## src/hdl/bced_pkg.sv

```systemverilog
package bced_pkg;

  // Tick counter width; counters saturate at all ones.
  localparam int COUNT_BITS = 16;
  // Width of the threshold registers.
  localparam int TICK_BITS = 16;
  // Common width for counter against threshold compares.
  localparam int CMP_BITS = (COUNT_BITS > TICK_BITS) ? COUNT_BITS : TICK_BITS;

  localparam int CFG_INDEX_BITS = 2;
  localparam int CLICK_BITS = 2;

  typedef logic [COUNT_BITS-1:0] count_t;
  typedef logic [TICK_BITS-1:0]  tick_t;
  typedef logic [CMP_BITS-1:0]   cmp_t;
  typedef logic [CLICK_BITS-1:0] click_t;

  typedef enum logic [1:0] {
    EV_NONE   = 2'd0,
    EV_SINGLE = 2'd1,
    EV_DOUBLE = 2'd2,
    EV_LONG   = 2'd3
  } ev_t;

  typedef enum logic [CFG_INDEX_BITS-1:0] {
    REG_LONG_PRESS = 2'd0,
    REG_GAP        = 2'd1
  } reg_idx_t;

  localparam count_t COUNT_MAX  = '1;
  localparam click_t CLICKS_MAX = '1;
  localparam click_t ONE_CLICK  = click_t'(1);
  localparam click_t TWO_CLICKS = click_t'(2);

  localparam tick_t LONG_PRESS_RESET = tick_t'(100);
  localparam tick_t GAP_RESET        = tick_t'(30);

  function automatic count_t sat_inc(input count_t v);
    return (v == COUNT_MAX) ? v : count_t'(v + count_t'(1));
  endfunction

endpackage

```

## src/hdl/button_click_event_detector_unit.sv

```systemverilog
// Channel  | direction | handshake          | payload
// -------- | --------- | ------------------ | -------------------------------------
// in       | to block  | in_valid/in_stall  | pin_level, take_event (one scan tick)
// out      | from blk  | out_valid/out_stall| raised_event, taken_event
// cfg      | to block  | cfg_valid/cfg_ready| cfg_index, cfg_data
//
// One item per cycle while in_stall is low; its result shows in the output
// register in the cycle after acceptance. The state update and result are one
// pass of counter, compare and select logic in front of that register.
// rst is synchronous, active high: counters, click count and latch clear,
// thresholds return to 100 and 30 ticks.
// in_stall rises only while the output register holds an item that out_stall
// keeps; a result taken in the same cycle frees the slot for the next item.
// cfg_ready is always high; index values past the register list are dropped.
module button_click_event_detector_unit
  import bced_pkg::*;
(
  input  logic                      clk,
  input  logic                      rst,
  // scan tick input
  input  logic                      in_valid,
  output logic                      in_stall,
  input  logic                      pin_level,
  input  logic                      take_event,
  // results
  output logic                      out_valid,
  input  logic                      out_stall,
  output logic [1:0]                raised_event,
  output logic [1:0]                taken_event,
  // register writes
  input  logic                      cfg_valid,
  output logic                      cfg_ready,
  input  logic [CFG_INDEX_BITS-1:0] cfg_index,
  input  logic [TICK_BITS-1:0]      cfg_data
);

  // Threshold registers
  tick_t long_press_ticks;
  tick_t double_click_gap_ticks;

  // Detector state
  count_t held_ticks, held_ticks_next;
  count_t released_ticks, released_ticks_next;
  click_t clicks_seen, clicks_seen_next;
  logic   long_reported, long_reported_next;
  ev_t    pending_event, pending_event_next;

  ev_t    raised, taken;
  logic   in_acc;

  // Output slot is free unless a result waits and is being held back.
  assign in_stall  = out_valid && out_stall;
  assign in_acc    = in_valid && !in_stall;
  assign cfg_ready = 1'b1;

  always_ff @(posedge clk) begin
    if (rst) begin
      long_press_ticks       <= LONG_PRESS_RESET;
      double_click_gap_ticks <= GAP_RESET;
    end else if (cfg_valid && cfg_ready) begin
      case (cfg_index)
        REG_LONG_PRESS: long_press_ticks       <= cfg_data;
        REG_GAP:        double_click_gap_ticks <= cfg_data;
        default: ;
      endcase
    end
  end

  // One scan tick: count, classify the press, decide clicks, update latch.
  always_comb begin
    cmp_t held_w, rel_w, lp_w, gap_w;
    held_ticks_next     = held_ticks;
    released_ticks_next = released_ticks;
    clicks_seen_next    = clicks_seen;
    long_reported_next  = long_reported;
    pending_event_next  = pending_event;
    raised              = EV_NONE;
    taken               = EV_NONE;
    lp_w                = cmp_t'(long_press_ticks);
    gap_w               = cmp_t'(double_click_gap_ticks);

    if (!pin_level) begin
      // pressed
      held_ticks_next     = sat_inc(held_ticks);
      released_ticks_next = '0;
      held_w              = cmp_t'(held_ticks_next);
      if (held_w >= lp_w && !long_reported) begin
        raised             = EV_LONG;
        long_reported_next = 1'b1;
        clicks_seen_next   = '0;
      end
    end else begin
      // released: a short press that just ended counts as a click
      released_ticks_next = sat_inc(released_ticks);
      held_w              = cmp_t'(held_ticks);
      if (!long_reported && held_ticks != '0 && held_w < lp_w &&
          clicks_seen != CLICKS_MAX) begin
        clicks_seen_next = click_t'(clicks_seen + ONE_CLICK);
      end
      held_ticks_next    = '0;
      long_reported_next = 1'b0;
    end

    rel_w = cmp_t'(released_ticks_next);
    if (clicks_seen_next == ONE_CLICK && rel_w >= gap_w) begin
      raised              = EV_SINGLE;
      clicks_seen_next    = '0;
      released_ticks_next = '0;
    end else if (clicks_seen_next == TWO_CLICKS) begin
      raised              = EV_DOUBLE;
      clicks_seen_next    = '0;
      released_ticks_next = '0;
    end

    if (raised != EV_NONE) begin
      pending_event_next = raised;
    end
    if (take_event) begin
      taken              = pending_event_next;
      pending_event_next = EV_NONE;
    end
  end

  always_ff @(posedge clk) begin
    if (rst) begin
      held_ticks     <= '0;
      released_ticks <= '0;
      clicks_seen    <= '0;
      long_reported  <= 1'b0;
      pending_event  <= EV_NONE;
    end else if (in_acc) begin
      held_ticks     <= held_ticks_next;
      released_ticks <= released_ticks_next;
      clicks_seen    <= clicks_seen_next;
      long_reported  <= long_reported_next;
      pending_event  <= pending_event_next;
    end
  end

  // Result register
  always_ff @(posedge clk) begin
    if (rst) begin
      out_valid <= 1'b0;
    end else if (in_acc) begin
      out_valid <= 1'b1;
    end else if (!out_stall) begin
      out_valid <= 1'b0;
    end
  end

  always_ff @(posedge clk) begin
    if (in_acc) begin
      raised_event <= raised;
      taken_event  <= taken;
    end
  end

`ifndef SYNTH
  // Two clicks resolve in the same tick, so the stored count never reaches two.
  a_clicks_below_two: assert property (@(posedge clk) disable iff (rst)
    clicks_seen == '0 || clicks_seen == ONE_CLICK)
    else $error("clicks_seen holds a resolved count");

  // A long press is only on record while the key is held.
  a_long_needs_hold: assert property (@(posedge clk) disable iff (rst)
    long_reported |-> held_ticks != '0)
    else $error("long_reported set with no hold");

  // A take always leaves the latch empty.
  a_take_clears: assert property (@(posedge clk) disable iff (rst)
    in_acc && take_event |=> pending_event == EV_NONE)
    else $error("latch not cleared after take");

  // Every accepted tick lands in the result register.
  a_acc_fills_out: assert property (@(posedge clk) disable iff (rst)
    in_acc |=> out_valid)
    else $error("accepted tick produced no result");
`endif

endmodule

```

## config.mk

```make
export PLATFORM = sky130hd
export DESIGN_NAME = button_click_event_detector_unit
export DESIGN_NICKNAME = d
export VERILOG_FILES = /design/src/hdl/bced_pkg.sv /design/src/hdl/button_click_event_detector_unit.sv
export SDC_FILE = /design/constraint.sdc
export NUM_CORES = 1
export LEC_CHECK = 0
export BUFFER_PORTS_ARGS = -buffer_cell sky130_fd_sc_hd__buf_2
export CAP_MARGIN = 20
export CORE_AREA = 2 2 93 95
export CTS_CLUSTER_DIAMETER = 80
export DETAILED_ROUTE_END_ITERATION = 6
export DIE_AREA = 0 0 95 97
export HOLD_SLACK_MARGIN = 0.1
export PLACE_DENSITY = 0.75
export SYNTH_ARGS = -nofsm -noshare
export SYNTH_HDL_FRONTEND = slang
export SYNTH_SLANG_ARGS = --single-unit
```

## constraint.sdc

```tcl
create_clock -name clk -period 5.5 [get_ports clk]
set_input_delay 0.825 -clock clk [delete_from_list [all_inputs] [get_ports clk]]
set_output_delay 0.825 -clock clk [all_outputs]
set_load 0.05 [all_outputs]
```

After elaboration in Yosys (flattened, before gate mapping)

Index checks and enable logic that the tools add are counted.

$add $sub $neg: 3
Magnitude comparators: 3
Equality and inequality tests: 7
Mux-type cells: 21
Reductions and logical operators: 16

Operator list:

| kind                  | number |
|---|---|
| $mux 16               | 6 |
| $add 16x1->16 const B | 2 |
| $eq 16x16->1 const B  | 2 |
| $ge 16x16->1          | 2 |
| $mux 2                | 11 |
| $lt 16x16->1          | 1 |
| $reduce_bool 16->1    | 1 |
| $logic_and 1x1->1     | 7 |
| $reduce_and 2->1      | 3 |
| $eq 2x1->1 const B    | 2 |
| $mux 1                | 4 |
| $reduce_bool 2->1     | 2 |
| $add 2x1->2 const B   | 1 |
| $eq 2x2->1 const B    | 1 |
| $logic_not 1->1       | 2 |
| $logic_not 2->1       | 1 |
| $ne 2x1->1 const B    | 1 |
| $ne 2x2->1 const B    | 1 |

Register bits: 74
Input bits: 25
Output and inout bits: 7

Logic depth before layout (Yosys ltp)

Depth in word-level cells: 12
Depth in mapped cells: 18

Worst setup path after synthesis

OpenSTA, ideal clock, no wires.

Path kind: register to register
Start point: register held_ticks[4]
End point: register released_ticks[13]
Setup time: 117 ps
Arrival: 3691 ps
Required time: 5383 ps
Path slack: 1692 ps
Stages on the path, launching flop included: 18
Period minus slack after synthesis: 3808 ps
Cell sequence: dfxtp_1 -> buf_2 -> nand4_1 -> or4_4 -> nor3_4 -> nand3_1 -> buf_2 -> nand2_1 -> xnor2_1 -> ha_1 -> a211oi_1 -> o21ai_0 -> a41oi_1 -> o21a_1 -> a41oi_1 -> or2_1 -> buf_4 -> a32o_1

Word-level cells in the longest chain between the ends: 9

RTL lines:

| what                                                     | line                                                                             | RTL |
|---|---|---|
| start, declared                                          | button_click_event_detector_unit.sv:42                                           | `count_t held_ticks, held_ticks_next;` |
| start signal, assigned                                   | button_click_event_detector_unit.sv:132                                          | `held_ticks <= held_ticks_next;` |
| $add 16x1->16, or another cell as far along              | bced_pkg.sv:39                                                                   | `return (v == COUNT_MAX) ? v : count_t'(v + count_t'(1));` |
| $mux 16 / $logic_and 1x1->1 (equally long branches)      | bced_pkg.sv:39, button_click_event_detector_unit.sv:96                           |  |
| $ge 16x16->1 / $logic_and 1x1->1 (equally long branches) | button_click_event_detector_unit.sv:87, button_click_event_detector_unit.sv:96   |  |
| $logic_and 1x1->1, on equally long branches              | button_click_event_detector_unit.sv:87, button_click_event_detector_unit.sv:96   |  |
| $mux 2, on equally long branches                         | button_click_event_detector_unit.sv:87, button_click_event_detector_unit.sv:96   |  |
| $mux 2 *                                                 | button_click_event_detector_unit.sv:82                                           | `if (!pin_level) begin` |
| $eq 2x2->1 / $eq 2x1->1 (equally long branches)          | button_click_event_detector_unit.sv:109, button_click_event_detector_unit.sv:105 |  |
| $mux 16 / $logic_and 1x1->1 (equally long branches)      | button_click_event_detector_unit.sv:109, button_click_event_detector_unit.sv:105 |  |
| $mux 16 *                                                | button_click_event_detector_unit.sv:105                                          | `if (clicks_seen_next == ONE_CLICK && rel_w >= gap_w) begin` |
| end signal, assigned                                     | button_click_event_detector_unit.sv:133                                          | `released_ticks <= released_ticks_next;` |
| end, declared                                            | button_click_event_detector_unit.sv:43                                           | `count_t released_ticks, released_ticks_next;` |

Every way passes the cells marked *; elsewhere a longest branch is shown, timed or not.
A chain may end at the register's enable or synchronous reset.

Worst setup path after layout

Start point: register held_ticks[4]
End point: register released_ticks[11]

The elaborated chain is that of the path after synthesis.

==> reports/results.ini <==
[final_layout]
area_delta_synth_final_pct=7.62
antennaDiodeCount=0
num-fill-cells=746
final_common_cell=nand2_1
final_nets=726
drive_gt1_share_pct=9.48
final_cell_mix=92 x nand2_1, 70 x dfxtp_1, 65 x nor2_1

[pwr]
pwr-share-clk_pct=36.1
netSwitchingPower_uw=308
seqPwrFrac_pct=52.8
p_leak_nw=2.18
peakVddDrop_mv=0.173
power_switching_share_pct=29.1
p_int_uw=750
p_per_area_nw_per_um2=202
power_frac_comb_pct=11.1

[timing]
rsz0062_at_grt=false
hold_ws_ns=0.458
relSlewSlack_pct=35.6
final.period_utilization_pct=85.1
fin_crit_ns=4.68
maxSlewViolCount=0
fmax_ghz=0.214
setup_viol=0
timing.final.ws_setup_ns=0.817
fin_tns_setup_ns=0
tightest_slew_ns=0.964
skew_ns=0.0115
hold_viol=0

[clocking]
cts_resized=0
post_cts_buffers=0
htree_levels=3
cts-root-buf=clkbuf_8
clkLatencyLatePin_ns=0.36
cts_max_path_buffers=2
cts_buffers=9
path_clk_slew_ns=0.08
cts_tree=yes
clock_sink_count=74
holdBufCountCts=0

[grt]
grt_pass1_vias=4443
grt_remaining_overflow=0
antenna_found_initial=0
grt_pass1_wl_um=20400
grt_max_degree=50
track_usage_pct=27.6

[placement]
port-buffer-count=30
dpl.hpwl_um=8800
post-place-ws_ns=0.914
routabilityCongestion=0.843

[route]
viasPerCell=6.01
vias=4562
drt-initial-drc-count=201
drc_errors=0
totalWireLength_um=12000
wl_per_cell_um=15.8
drt-pass1-iter-count=5
ant_nets=0

[floorplan]
dieHeight_um=97
core_area_sq_um=8130
row_count=33
die_area_sq_um=9220
start_util_pct=59.7
die_w_um=95
pin_count=32

[synthesis]
synth-async-reset-ratio_pct=0
synthFlopType=dfxtp_1
seq_area_frac_synth_pct=31.3
syn-cell-area_sq_um=4860
synth-edff-count=4
synth_seq_cells=74
yosys-top-cells-area=dfxtp_1 29%, ha_1 13%, nand2_1 7.1%
synthCells=632
synth_nets=708
synth_cell_type_count=64
yosysWarnings=0
synth_largest_area_cell=dfxtp_1
avgSynthCellArea_sq_um=7.69
synth_top_area_share_pct=28.8

[setup_path]
crit_type=reg2reg
cp.arrival_ns=4.94
crit_required_ns=5.76
cp-start-kind=flop
cp-end-kind=flop
crit_fanout=11

[worst_hold_path]
min_path_type=reg2reg

[outcome]
outcome=finished clean

[run]
maxCapViolations=0

[stage by stage]
stage	cells	power, mW	utilization (%)	area (sq um)
CTS	758	1.06	64.2	5220
floorplan	632	0.650	-	4860
detailed placement	743	0.686	62.1	5050
global route	759	1.10	64.3	5230
global placement	743	0.683	62.1	5050
finish	759	1.06	64.3	5230
[metal layers]
layer | vias to the layer above | routed length (um) | share of wire (%) | track usage, %
met5 | - | 0 | 0 | 0
met1 | 2150 | 5580 | 47 | 36.8
li1 | 2279 | - | - | -
met3 | 14 | 536 | 4.5 | 4.28
met2 | 119 | 5690 | 47 | 45.3
met4 | 0 | 184 | 1.5 | 8.92
[cells in the mapped netlist, types with 3 or more instances]
master	count
a22oi_1	11
ha_1	51
a21o_1	9
or3_1	7
nor4_1	5
dfxtp_1	70
clkbuf_1	18
nand4_1	12
inv_1	48
xnor2_1	11
nand2_1	92
nor2_1	65
and3_1	5
or2_2	3
nand3_1	19
mux2i_1	3
o21ai_0	27
o21a_1	3
edfxtp_1	4
nor3_1	11
nor2b_1	4
buf_2	3
xor2_1	4
a21oi_1	61
nand2b_1	5
o211ai_1	6
a31oi_1	12
o2bb2ai_1	3
a32o_1	9
a211oi_1	6
[critical path, stage by stage (launching register included)]
cell and delay, ns:
dfxtp_1 0.53, nand4_1 0.23, or4_4 0.57, nor3_4 0.33
nand3_1 0.38, nand2_1 0.20, xnor2_1 0.14, ha_1 0.26
a211oi_1 0.18, o21ai_0 0.11, a41oi_1 0.35, o21a_1 0.34
a41oi_1 0.17, o21ai_1 0.41, nor2_1 0.16, a21o_1 0.23
[flip-flops by register name, indices dropped and copies added (netlist names)]
| register | cells |
|---|---|
| long_reported | 1 |
| held_ticks | 16 |
| clicks_seen | 2 |
| pending_event | 2 |
| taken_event | 2 |
| out_valid | 1 |
| released_ticks | 16 |
| long_press_ticks | 16 |
| double_click_gap_ticks | 16 |
| raised_event | 2 |
[final timing paths]
| kind | slack, ns | start | depth (start not counted) | end |
|---|---|---|---|---|
| setup / recovery | 0.82 | held_ticks[4] | 15 | released_ticks[11] |
| hold / removal | 0.46 | double_click_gap_ticks[14] | 2 | double_click_gap_ticks[14] |
| setup reg to reg | 0.82 | held_ticks[4] | 15 | released_ticks[11] |
| hold reg to reg | 0.46 | double_click_gap_ticks[14] | 2 | double_click_gap_ticks[14] |
[layout make-up]
type | instances | area, sq um | area share (%)
Sequential cell | 74 | 1520 | 29.1
Timing Repair Buffer | 33 | 176 | 3.37
Clock buffer | 9 | 124 | 2.37
Tap cell | 105 | 131 | 2.51
Clock inverter | 6 | 43.8 | 0.837
Multi-Input combinational cell | 483 | 3050 | 58.3
Inverter | 49 | 184 | 3.52
[power groups by stage]
stage	Clock, mW	Sequential, mW	Combinational, mW
floorplan	0	0.575	0.0749
finish	0.382	0.559	0.117
global route	0.407	0.560	0.133
detailed placement	0	0.571	0.115
CTS	0.388	0.559	0.116
global placement	0	0.571	0.113
[kinds of logic (layout without fill, tap and decap cells)]
| group | Yosys count | in the layout | share of synthesized area (%) |
|---|---|---|---|
| AOI/OAI and AO/OA | 166 | 166 | 22.0 |
| buffers and inverters | 75 | 97 | 6.05 |
| and+or+nand+nor | 245 | 245 | 23.7 |
| muxes | 5 | 5 | 1.08 |
| adders and majority gates | 51 | 51 | 13.1 |
| xor gates and xnor gates | 15 | 15 | 2.70 |
| other | 1 | 1 | 0.0772 |
| DFF | 74 | 74 | 31.3 |
Power figures use the tool's default switching activity.
